===== src/hw/rtl/sfr_pkg.sv =====
// ----------------------------------------------------------------------------
// sfr_pkg: shared types and constants for the serial frame receiver
// Command, event and register codes, receive modes and the result record
// passed from the control stage to the output register.
// ----------------------------------------------------------------------------
`default_nettype none

package sfr_pkg;

  // Command codes of an input item
  localparam logic [1:0] CMD_BYTE    = 2'd0;
  localparam logic [1:0] CMD_TIMEOUT = 2'd1;
  localparam logic [1:0] CMD_SENT    = 2'd2;

  // Event codes of a result item
  localparam logic [1:0] EV_PAYLOAD  = 2'd0;
  localparam logic [1:0] EV_FRAME    = 2'd1;
  localparam logic [1:0] EV_ACK      = 2'd2;
  localparam logic [1:0] EV_FLUSH    = 2'd3;

  // Configuration register indexes
  localparam logic [1:0] REG_MAX_PAYLOAD = 2'd0;
  localparam logic [1:0] REG_CRC_POLY    = 2'd1;

  // Register reset values
  localparam logic [6:0]  MAX_PAYLOAD_RST = 7'd125;
  localparam logic [15:0] CRC_POLY_RST    = 16'hA001;

  // Link constants
  localparam logic [15:0] CRC_INIT  = 16'hFFFF;
  localparam logic [6:0]  ACK_BASE  = 7'h7E;
  localparam logic [7:0]  ACK_BAD   = 8'h7E;
  localparam logic [7:0]  ACK_GOOD  = 8'hFF;
  localparam logic [6:0]  CRC_BYTES = 7'd2;

  // Receive modes
  typedef enum logic [1:0] {
    MODE_IDLE  = 2'd0,
    MODE_RX    = 2'd1,
    MODE_FLUSH = 2'd2
  } rx_mode_t;

  // One result item
  typedef struct packed {
    logic [1:0] event_res;
    logic [7:0] payload_byte;
    logic [6:0] byte_index;
    logic [6:0] frame_length;
    logic       crc_ok;
    logic [7:0] ack_to_send;
    logic       ack_success;
  } sfr_result_t;

endpackage

`default_nettype wire


===== src/hw/rtl/sfr_crc.sv =====
// ----------------------------------------------------------------------------
// sfr_crc: byte-wide reflected CRC16 update
// Folds one byte into the running remainder, eight bit steps, LSB first,
// with a programmable polynomial.
// ----------------------------------------------------------------------------
`default_nettype none

module sfr_crc (
  input  wire  logic [15:0] crc,
  input  wire  logic [7:0]  data,
  input  wire  logic [15:0] poly,
  output logic [15:0]       crc_next
);

  logic [15:0] acc;

  // Shift out eight bits, folding in the polynomial on a set LSB
  always_comb begin
    acc = crc ^ {8'h00, data};
    for (int i = 0; i < 8; i++) begin
      if (acc[0]) begin
        acc = (acc >> 1) ^ poly;
      end else begin
        acc = acc >> 1;
      end
    end
    crc_next = acc;
  end

endmodule

`default_nettype wire


===== src/hw/rtl/sfr_ctrl.sv =====
// ----------------------------------------------------------------------------
// sfr_ctrl: input register, receive state and frame decode
// Holds the accepted item, decodes headers, payload and CRC bytes, keeps
// the link state and the configuration registers, and builds the result.
// ----------------------------------------------------------------------------
`default_nettype none

module sfr_ctrl (
  input  wire  logic                 clk,
  input  wire  logic                 rst,
  input  wire  logic                 in_valid,
  output logic                       in_stall,
  input  wire  logic [1:0]           cmd,
  input  wire  logic [7:0]           rx_byte,
  input  wire  logic                 wr_en,
  input  wire  logic [1:0]           wr_index,
  input  wire  logic [15:0]          wr_data,
  input  wire  logic                 out_free,
  output logic                       res_valid,
  output sfr_pkg::sfr_result_t       res
);

  // Input register
  logic       in_vld;
  logic [1:0] in_cmd;
  logic [7:0] in_byte;

  // Configuration
  logic [6:0]  max_payload;
  logic [15:0] crc_polynomial;

  // Link state
  sfr_pkg::rx_mode_t rx_mode, rx_mode_next;
  logic [6:0]  bytes_remaining, bytes_remaining_next;
  logic [6:0]  payload_total, payload_total_next;
  logic [15:0] running_crc, running_crc_next;
  logic        awaiting_ack, awaiting_ack_next;

  logic        step;
  logic [15:0] crc_upd;
  logic [6:0]  hdr_len;
  logic [7:0]  len_limit;
  logic [6:0]  rem_dec;

  assign step     = in_vld && out_free;
  assign in_stall = in_vld && !out_free;

  // Load the input register whenever it is free or moving on
  always_ff @(posedge clk) begin
    if (rst) begin
      in_vld <= 1'b0;
    end else if (!in_stall) begin
      in_vld <= in_valid;
    end
  end

  always_ff @(posedge clk) begin
    if (!in_stall && in_valid) begin
      in_cmd  <= cmd;
      in_byte <= rx_byte;
    end
  end

  // Configuration writes
  always_ff @(posedge clk) begin
    if (rst) begin
      max_payload    <= sfr_pkg::MAX_PAYLOAD_RST;
      crc_polynomial <= sfr_pkg::CRC_POLY_RST;
    end else if (wr_en) begin
      if (wr_index == sfr_pkg::REG_MAX_PAYLOAD) begin
        max_payload <= wr_data[6:0];
      end else if (wr_index == sfr_pkg::REG_CRC_POLY) begin
        crc_polynomial <= wr_data;
      end
    end
  end

  sfr_crc u_crc (
    .crc      (running_crc),
    .data     (in_byte),
    .poly     (crc_polynomial),
    .crc_next (crc_upd)
  );

  // State register
  always_ff @(posedge clk) begin
    if (rst) begin
      rx_mode         <= sfr_pkg::MODE_IDLE;
      bytes_remaining <= 7'd0;
      payload_total   <= 7'd0;
      running_crc     <= sfr_pkg::CRC_INIT;
      awaiting_ack    <= 1'b0;
    end else if (step) begin
      rx_mode         <= rx_mode_next;
      bytes_remaining <= bytes_remaining_next;
      payload_total   <= payload_total_next;
      running_crc     <= running_crc_next;
      awaiting_ack    <= awaiting_ack_next;
    end
  end

  assign hdr_len   = in_byte[6:0];
  assign len_limit = {1'b0, max_payload} + {1'b0, sfr_pkg::CRC_BYTES};
  assign rem_dec   = bytes_remaining - 7'd1;

  // Decode one item: next state and result
  always_comb begin
    rx_mode_next         = rx_mode;
    bytes_remaining_next = bytes_remaining;
    payload_total_next   = payload_total;
    running_crc_next     = running_crc;
    awaiting_ack_next    = awaiting_ack;
    res                  = '0;
    res_valid            = 1'b0;

    case (in_cmd)
      sfr_pkg::CMD_TIMEOUT: begin
        rx_mode_next         = sfr_pkg::MODE_IDLE;
        bytes_remaining_next = 7'd0;
        awaiting_ack_next    = 1'b0;
      end
      sfr_pkg::CMD_SENT: begin
        awaiting_ack_next = 1'b1;
      end
      sfr_pkg::CMD_BYTE: begin
        if (rx_mode == sfr_pkg::MODE_FLUSH) begin
          // drop bytes until a timeout
        end else if (rx_mode == sfr_pkg::MODE_RX && bytes_remaining != 7'd0) begin
          running_crc_next     = crc_upd;
          bytes_remaining_next = rem_dec;
          if (bytes_remaining > sfr_pkg::CRC_BYTES) begin
            res_valid        = 1'b1;
            res.event_res    = sfr_pkg::EV_PAYLOAD;
            res.payload_byte = in_byte;
            res.byte_index   = payload_total - (bytes_remaining - sfr_pkg::CRC_BYTES);
          end else if (rem_dec == 7'd0) begin
            rx_mode_next     = sfr_pkg::MODE_IDLE;
            res_valid        = 1'b1;
            res.event_res    = sfr_pkg::EV_FRAME;
            res.frame_length = payload_total;
            res.crc_ok       = (crc_upd == 16'h0000);
            res.ack_to_send  = (crc_upd == 16'h0000) ? sfr_pkg::ACK_GOOD : sfr_pkg::ACK_BAD;
          end
        end else begin
          // Header byte
          rx_mode_next         = sfr_pkg::MODE_IDLE;
          bytes_remaining_next = 7'd0;
          res_valid            = 1'b1;
          if (^in_byte) begin
            rx_mode_next  = sfr_pkg::MODE_FLUSH;
            res.event_res = sfr_pkg::EV_FLUSH;
          end else if (awaiting_ack && hdr_len >= sfr_pkg::ACK_BASE) begin
            awaiting_ack_next = 1'b0;
            res.event_res     = sfr_pkg::EV_ACK;
            res.ack_success   = hdr_len[0];
          end else if (hdr_len > sfr_pkg::CRC_BYTES && {1'b0, hdr_len} <= len_limit) begin
            rx_mode_next         = sfr_pkg::MODE_RX;
            bytes_remaining_next = hdr_len;
            payload_total_next   = hdr_len - sfr_pkg::CRC_BYTES;
            running_crc_next     = sfr_pkg::CRC_INIT;
            res_valid            = 1'b0;
          end else begin
            rx_mode_next  = sfr_pkg::MODE_FLUSH;
            res.event_res = sfr_pkg::EV_FLUSH;
          end
        end
      end
      default: begin
        // unused command: no effect
      end
    endcase

    res_valid = res_valid && step;
  end

  // A frame in progress always has bytes left to take
  a_rx_has_bytes: assert property (@(posedge clk) disable iff (rst)
    rx_mode == sfr_pkg::MODE_RX |-> bytes_remaining != 7'd0)
    else $error("receiving with no bytes remaining");

  // Bytes left never exceed payload plus the two CRC bytes
  a_rx_count: assert property (@(posedge clk) disable iff (rst)
    rx_mode == sfr_pkg::MODE_RX |->
      ({1'b0, payload_total} + 8'd2) >= {1'b0, bytes_remaining})
    else $error("byte count beyond frame length");

  // A timeout returns to idle and drops the ack wait
  a_timeout: assert property (@(posedge clk) disable iff (rst)
    step && in_cmd == sfr_pkg::CMD_TIMEOUT |=>
      rx_mode == sfr_pkg::MODE_IDLE && !awaiting_ack)
    else $error("timeout did not resync");

  // Payload items come only from a frame in progress
  a_payload_src: assert property (@(posedge clk) disable iff (rst)
    res_valid && res.event_res == sfr_pkg::EV_PAYLOAD |-> rx_mode == sfr_pkg::MODE_RX)
    else $error("payload item outside a frame");

endmodule

`default_nettype wire


===== src/hw/rtl/sfr_out_reg.sv =====
// ----------------------------------------------------------------------------
// sfr_out_reg: result register
// Holds one result item until the receiver takes it and tells the control
// stage when it may hand over the next one.
// ----------------------------------------------------------------------------
`default_nettype none

module sfr_out_reg (
  input  wire  logic                 clk,
  input  wire  logic                 rst,
  input  wire  logic                 res_valid,
  input  wire  sfr_pkg::sfr_result_t res,
  output logic                       out_free,
  output logic                       out_valid,
  input  wire  logic                 out_stall,
  output sfr_pkg::sfr_result_t       out_data
);

  assign out_free = !out_valid || !out_stall;

  // Advance the valid flag when the slot is free or being taken
  always_ff @(posedge clk) begin
    if (rst) begin
      out_valid <= 1'b0;
    end else if (out_free) begin
      out_valid <= res_valid;
    end
  end

  // Capture the payload of a new result item
  always_ff @(posedge clk) begin
    if (out_free && res_valid) begin
      out_data <= res;
    end
  end

endmodule

`default_nettype wire


===== src/hw/rtl/serial_frame_receiver_ack.sv =====
// ----------------------------------------------------------------------------
// serial_frame_receiver_ack: length-prefixed UART frame receiver with ack
// Decodes header, payload and CRC16 bytes, reports payload bytes, frame
// completion with the ack byte to send, received acks and line errors.
//
//   channel  direction  handshake           payload
//   in       sink       in_valid/in_stall   cmd, rx_byte
//   out      source     out_valid/out_stall event_res .. ack_success
//   config   sink       wr_en               wr_index, wr_data
//
// An item passes from acceptance through the input register and then the
// result register; one item is accepted every cycle while in_stall is low.
// The byte-wide CRC update sits between the two registers.
// Reset is synchronous; it restores the register defaults and idle mode.
// A stalled result register stalls the input only once the input register
// is also full.
// ----------------------------------------------------------------------------
`default_nettype none

module serial_frame_receiver_ack (
  input  wire  logic        clk,
  input  wire  logic        rst,
  input  wire  logic        in_valid,
  output logic              in_stall,
  input  wire  logic [1:0]  cmd,
  input  wire  logic [7:0]  rx_byte,
  input  wire  logic        wr_en,
  input  wire  logic [1:0]  wr_index,
  input  wire  logic [15:0] wr_data,
  output logic              out_valid,
  input  wire  logic        out_stall,
  output logic [1:0]        event_res,
  output logic [7:0]        payload_byte,
  output logic [6:0]        byte_index,
  output logic [6:0]        frame_length,
  output logic              crc_ok,
  output logic [7:0]        ack_to_send,
  output logic              ack_success
);

  logic                 out_free;
  logic                 res_valid;
  sfr_pkg::sfr_result_t res;
  sfr_pkg::sfr_result_t out_data;

  sfr_ctrl u_ctrl (
    .clk       (clk),
    .rst       (rst),
    .in_valid  (in_valid),
    .in_stall  (in_stall),
    .cmd       (cmd),
    .rx_byte   (rx_byte),
    .wr_en     (wr_en),
    .wr_index  (wr_index),
    .wr_data   (wr_data),
    .out_free  (out_free),
    .res_valid (res_valid),
    .res       (res)
  );

  sfr_out_reg u_out (
    .clk       (clk),
    .rst       (rst),
    .res_valid (res_valid),
    .res       (res),
    .out_free  (out_free),
    .out_valid (out_valid),
    .out_stall (out_stall),
    .out_data  (out_data)
  );

  // Split the result record onto its ports
  assign event_res    = out_data.event_res;
  assign payload_byte = out_data.payload_byte;
  assign byte_index   = out_data.byte_index;
  assign frame_length = out_data.frame_length;
  assign crc_ok       = out_data.crc_ok;
  assign ack_to_send  = out_data.ack_to_send;
  assign ack_success  = out_data.ack_success;

endmodule

`default_nettype wire

===== config.mk =====
export PLATFORM = sky130hd
export DESIGN_NAME = serial_frame_receiver_ack
export DESIGN_NICKNAME = d
export VERILOG_FILES = /design/src/hw/rtl/sfr_pkg.sv /design/src/hw/rtl/sfr_crc.sv /design/src/hw/rtl/sfr_ctrl.sv /design/src/hw/rtl/sfr_out_reg.sv /design/src/hw/rtl/serial_frame_receiver_ack.sv
export SDC_FILE = /design/constraint.sdc
export NUM_CORES = 1
export LEC_CHECK = 0
export ABC_AREA = 0
export BUFFER_PORTS_ARGS = -buffer_cell sky130_fd_sc_hd__buf_2
export CORE_ASPECT_RATIO = 1.4
export CORE_MARGIN = 2
export CORE_UTILIZATION = 30
export CTS_CLUSTER_DIAMETER = 30
export DETAILED_ROUTE_END_ITERATION = 8
export GPL_ROUTABILITY_DRIVEN = 0
export MAX_ROUTING_LAYER = met4
export PLACE_DENSITY = 0.44
export SLEW_MARGIN = 20
export SYNTH_ARGS = -nofsm -noshare
export SYNTH_HDL_FRONTEND = slang
export SYNTH_SLANG_ARGS = --single-unit

===== constraint.sdc =====
create_clock -name clk -period 9.9 [get_ports clk]
set_input_delay 0.99 -clock clk [delete_from_list [all_inputs] [get_ports clk]]
set_output_delay 0.99 -clock clk [all_outputs]
set_load 0.005 [all_outputs]

# [After elaboration in Yosys (flattened, before gate mapping)]
# Cells that the tools add are included.
[op_classes] add_sub_neg=5 order_cmp=4 n_eq_ne=13 n_mux=46 bitwise=17 n_reduce_logical=33
[op_table] cell="$mux W16" n=12
[op_table] cell="$xor A15 B16 Y16" n=8
[op_table] cell="$mux W7" n=5
[op_table] cell="$mux W2" n=12
[op_table] cell="$logic_not A16 Y1" n=1
[op_table] cell="$xor A16 B8 Y16" n=1
[op_table] cell="$gt A7 B2 Y1 const B" n=2
[op_table] cell="$pmux W7 S2" n=1
[op_table] cell="$sub A7 B2 Y7 const B" n=2
[op_table] cell="$mux W1" n=13
[op_table] cell="$reduce_and A6 Y1" n=2
[op_table] cell="$reduce_or A5 Y1" n=2
[op_table] cell="$add A7 B2 Y8 const B" n=1
[op_table] cell="$le A7 B8 Y1" n=1
[op_table] cell="$logic_and A1 B1 Y1" n=8
[op_table] cell="$mux W8" n=1
[op_table] cell="$not A1 Y1" n=8
[op_table] cell="$reduce_xor A8 Y1" n=1
[op_table] cell="$ge A7 B7 Y1 const B" n=1
[op_table] cell="$logic_not A7 Y1" n=1
[op_table] cell="$reduce_and A7 Y1" n=1
[op_table] cell="$reduce_bool A7 Y1" n=1
[op_table] cell="$sub A7 B1 Y7 const B" n=1
[op_table] cell="$sub A7 B7 Y7" n=1
[op_table] cell="other kinds (17)" n=31
[word_totals] regBits=102 inputBits=33 out_inout_bits=36 elab_cells=136

# [Logic depth before layout (Yosys ltp)]
[logic_depth] ltp_word=19 ltp_mapped=19 mapped_depth_nobuf=16

# [Hierarchy]
# Synthesis repeated with hierarchy kept, for this count alone.
[hier_totals] cells_unflattened=861 area_unflattened_um2=7598.5
[by_module_without_submodules] module="sfr_ctrl" instances=1 cells_each=471 area_per_inst_um2=4090.2 seq_area_each_um2=1441.4
[by_module_without_submodules] module="sfr_crc" instances=1 cells_each=351 area_per_inst_um2=2448.6 seq_area_each_um2=0.0
[by_module_without_submodules] module="sfr_out_reg" instances=1 cells_each=39 area_per_inst_um2=1059.8 seq_area_each_um2=1041.0

# [Worst setup path after synthesis]
# Ideal clock, no wire load.
[synth_path] path_kind="register to register" startpoint="reg u_ctrl.max_payload[1]" endpoint="reg, netlist name u_out.out_data[0]" setup_ps=455 t_arrival_ps=4056 required_time_ps=9445 path_slack_ps=5389 stages_incl_launch_ff=15 n_path_buf=0 synth_period_minus_slack_ps=4511 cell_sequence="dfxtp_1 -> ha_1 -> inv_1 -> ha_1 -> o21ai_0 -> nand2b_1 -> a21oi_1 -> nor2b_1 -> o21ai_0 -> nand2b_1 -> a21oi_1 -> o221a_2 -> nor2b_1 -> and2_1 -> a211oi_1"
[synth_between] elab_chain_len=11
[synth_lines] item="start: declaration" line="sfr_ctrl.sv:29" source="logic [6:0] max_payload;"
[synth_lines] item="start signal: assignment" line="sfr_ctrl.sv:67" source="max_payload <= sfr_pkg::MAX_PAYLOAD_RST;"
[synth_lines] item="start signal: assignment" line="sfr_ctrl.sv:71" source="max_payload <= wr_data[6:0];"
[synth_lines] item="$add A7 B2 Y8" line="sfr_ctrl.sv:103" source="assign len_limit = {1'b0, max_payload} + {1'b0, sfr_pkg::CRC_BYTES};"
[synth_lines] item="$le A7 B8 Y1" line="sfr_ctrl.sv:156" source="end else if (hdr_len > sfr_pkg::CRC_BYTES && {1'b0, hdr_len} <= len_limit) begin"
[synth_lines] item="$logic_and A1 B1 Y1" line="sfr_ctrl.sv:156"
[synth_lines] item="$mux W1" line="sfr_ctrl.sv:156"
[synth_lines] item="$mux W1" line="sfr_ctrl.sv:152" source="end else if (awaiting_ack && hdr_len >= sfr_pkg::ACK_BASE) begin"
[synth_lines] item="$mux W1" line="sfr_ctrl.sv:149" source="if (^in_byte) begin"
[synth_lines] item="$mux W1" line="sfr_ctrl.sv:128" source="end else if (rx_mode == sfr_pkg::MODE_RX && bytes_remaining != 7'd0) begin"
[synth_lines] item="$mux W1" line="sfr_ctrl.sv:126" source="if (rx_mode == sfr_pkg::MODE_FLUSH) begin"
[synth_lines] item="$mux W1" line="sfr_ctrl.sv:116" source="case (in_cmd)"
[synth_lines] item="$logic_and A1 B1 Y1" line="sfr_ctrl.sv:173" source="res_valid = res_valid && step;"
[synth_lines] item="$logic_and A1 B1 Y1" line="sfr_out_reg.sv:32" source="if (out_free && res_valid) begin"
# No other way between the ends.
# A chain may end at the register's enable or synchronous reset.

# [Final worst setup path]
[layout_path] startpoint="reg u_ctrl.in_byte[0]" endpoint="reg, netlist name u_out.out_data[1]"
[layout_between] elab_chain_len=18
[layout_lines] item="start: declaration" line="sfr_ctrl.sv:26" source="logic [7:0] in_byte;"
[layout_lines] item="start signal: assignment" line="sfr_ctrl.sv:60" source="in_byte <= rx_byte;"
[layout_lines] item="$xor A16 B8 Y16 *" line="sfr_crc.sv:19" source="acc = crc ^ {8'h00, data};"
[layout_lines] item="$mux W16 *" line="sfr_crc.sv:21" source="if (acc[0]) begin"
[layout_lines] item="$xor A15 B16 Y16" line="sfr_crc.sv:22" source="acc = (acc >> 1) ^ poly;"
[layout_lines] item="$mux W16 *" line="sfr_crc.sv:21"
[layout_lines] item="$xor A15 B16 Y16" line="sfr_crc.sv:22"
[layout_lines] item="$mux W16 *" line="sfr_crc.sv:21"
[layout_lines] item="$xor A15 B16 Y16" line="sfr_crc.sv:22"
[layout_lines] item="$mux W16 *" line="sfr_crc.sv:21"
[layout_lines] item="(+2 left out)"
[layout_lines] item="$xor A15 B16 Y16" line="sfr_crc.sv:22"
[layout_lines] item="$mux W16 *" line="sfr_crc.sv:21"
[layout_lines] item="$xor A15 B16 Y16" line="sfr_crc.sv:22"
[layout_lines] item="$mux W16 *" line="sfr_crc.sv:21"
[layout_lines] item="$xor A15 B16 Y16" line="sfr_crc.sv:22"
[layout_lines] item="$mux W16 *" line="sfr_crc.sv:21"
[layout_lines] item="$logic_not A16 Y1 *" line="sfr_ctrl.sv:142" source="res.ack_to_send = (crc_upd == 16'h0000) ? sfr_pkg::ACK_GOOD : sfr_pkg::ACK_BAD;"
[layout_lines] item="$mux W8 *" line="sfr_ctrl.sv:142"
# Every way passes the cells marked *; elsewhere a longest branch is shown, timed or not.

==> run summary <==
CP endpoint kind: flop
GR Util All Layers: 17.6%
clk slew on worst S/H paths: 70 ps
Peak VDD IR: 0.000104 V
Seq cells post-synth: 95
setup TNS: 0 ps
Root Buffer: clkbuf_16
area of the multi-input gates: 0.00496 mm2
Setup Fix Bufs, Post-CTS: 0
Yosys top cell by area: dfxtp_1
ant diodes: 0
row cnt: 68
Synth top area share: 15.3%
CTS max path bufs: 2
min Tclk post-route: 5560 ps
fmax: 180 MHz
Arrival @ worst endpoint: 5730 ps
CP required: 10,060 ps
first drt pass iteration count: 5
final worst slack: 4340 ps
pre-CTS WS: 4140 ps
latest clock arrival within the worst-skew pair: 350 ps
CTS sink count: 95
RSZ-0062 raised after global routing: no
vias: 6,258
worst hold path cell count: 2
CTS tree: done
Fin. Hold Viols: 0
# setup viols final: 0
CTS buffer count: 9
clock skew: 6.68 ps
RR Startpoint: u_ctrl.in_byte[0]
Starting Density: 30.7%
Top FF cell, synth: dfxtp_1
die area: 0.0266 mm2
ys async rst share: 0%
die width: 138 um
1st-iter DRT viols: 352
port bufs: 68
Final Cycle Share: 56.2%
Worst Tran Pin Value: 947 ps
Sequential cell area: 0.00227 mm2
status: complete, no violations
Pwr Density: 140 mW/mm2
crit start category: flop
first-pass GRT wire length: 35,800 um
hold path start: u_ctrl.awaiting_ack
synthesized cell area: 0.00760 mm2
number of synthesized flops with an enable pin: 37
Distinct cells, synth: 87
Post-DP HPWL: 17,000 um
antenna violations before repair: 0
post-synthesis sequential area ratio: 29.9%
Crit Path Max Fanout: 20
main area contributors after synthesis: dfxtp_1 (15%), edfxtp_1 (15%), xnor2_1 (11%)
fillers: 2,560
fin. max-slew vios: 0
Reg2Reg Setup Slack: 4340 ps
hold buffers post-CTS: 0
NumNets Final: 982
vias in the first global route: 6,383
largest net degree at the start of global routing: 59
post_cts resized: 0
WL final: 22,400 um
Post-Synthesis Cells: 892
Core Area: 0.0248 mm2
Worst Reg2Reg Path Length in Cells: 15
Avg Synthesized Cell Area: 8.52 um2
slew margin rel.: 36.6%
max cap viols: 0
H-tree depth: 3
Crit Path Category: flop to flop
area delta synth->final: 10.9%
r2r endpoint: u_out.out_data[1]
Ports: 69
P_leak: 3.10 nW
Worst Hold Class: flop to flop
Finished Core Util: 34.0%
drt wl/cell: 18.1 um
most frequent cells in the layout: nand2_1 (145), xnor2_1 (97), buf_2 (67), nor2_1 (62), dfxtp_1 (58)
antenna-violating nets left: 0
total grt overflow: 0
Synth Net Count: 957
vias per std cell: 5.06
layout cell share with drive strength beyond 1: 14.6%
most common library cell in the layout ignoring fill and taps: nand2_1
synth warn: 0
Hold Path End: u_ctrl.awaiting_ack
Die H: 192 um
Remaining DRCs: 0
worst max-delay path: stages, from the launching register on:
cell	delay (ps)
edfxtp_1	510
xor2_2	210
buf_4	240
xnor2_1	430
nor3_1	120
a311oi_2	410
xor2_2	680
xnor3_1	590
o21a_1	190
o31ai_1	80
o211a_1	470
xor2_4	460
and2_1	290
a22o_1	180
o2111ai_1	130
a2111oi_2	350
power breakdown:
| group | internal [mW] | switching (mW) | total (mW) |
|---|---|---|---|
| Clock | 0.196 | 0.156 | 0.352 |
| Combinational | 0.162 | 0.227 | 0.389 |
| Sequential | 0.417 | 0.0206 | 0.438 |
per-stage QoR:
step                      hold WS (ps)  power (mW)  cell area, um2  instances
after CTS                          504        1.19            8420       1237
after floorplan                    459       0.751            7600        892
final                              506        1.18            8420       1237
after global routing               545        1.25            8420       1237
after global placement             486       0.838            8110       1221
after detailed placement           494       0.836            8120       1221
per-layer routing:
metal,global-route usage [%],part of all wire [%],vias up
met5,-,0,-
met4,5.49,1.5,0
met3,1.49,2.3,19
met2,33.2,55,121
met1,19.6,41,2998
li1,-,-,3120
cells by family (layout without fill, tap and decap cells):
family	after synthesis	count (layout)	synth area share, %
adders and majority gates	32	32	5.37
and+or+nand+nor	351	351	22.5
buffers and inverters	89	119	5.27
muxes	9	9	1.20
AOI/OAI and AO/OA	172	172	16.3
xor gates and xnor gates	144	144	19.4
DFF	95	95	29.9
flip-flops by register name, summed over array words and instances (netlist names):
name / flops
u_out.out_data: 27
u_ctrl.crc_polynomial: 16
u_ctrl.running_crc: 16
u_ctrl.in_byte: 8
u_ctrl.bytes_remaining: 7
u_ctrl.max_payload: 7
u_ctrl.payload_total: 7
u_ctrl.in_cmd: 2
u_ctrl.rx_mode: 2
u_ctrl.awaiting_ack: 1
u_ctrl.in_vld: 1
u_out.out_valid: 1
how the worst max path moves through the flow:
stage | startpoint | end | slack, ps | depth (start not counted)
floorplan | u_ctrl.max_payload[1] | u_out.out_data[0] | 5390 | 14
finish | u_ctrl.in_byte[0] | u_out.out_data[1] | 4340 | 15
global route | u_ctrl.in_byte[0] | u_out.out_data[1] | 3840 | 15
global placement | u_ctrl.crc_polynomial[0] | u_out.out_data[1] | 4260 | 15
CTS | u_ctrl.in_byte[1] | u_out.out_data[1] | 4130 | 14
detailed placement | u_ctrl.in_byte[1] | u_out.out_data[1] | 4140 | 14
cell type report:
type | count | share of cell area (%)
Clock buffer | 9 | 2.67
Inverter | 28 | 1.25
Timing Repair Buffer | 75 | 4.69
Clock inverter | 7 | 0.861
Tap cell | 315 | 4.68
Multi-Input combinational cell | 708 | 58.9
Sequential cell | 95 | 27.0
synthesized netlist by cell type (20+ instances only):
cell type	count
nand2_1	145
xnor2_1	98
nor2_1	63
dfxtp_1	58
a21oi_1	40
clkbuf_1	38
edfxtp_1	37
ha_1	31
o21ai_0	29
xor2_1	28
inv_1	27
nand3_1	26
nand2b_1	20
Note: power is estimated with default switching activity, not from simulation.
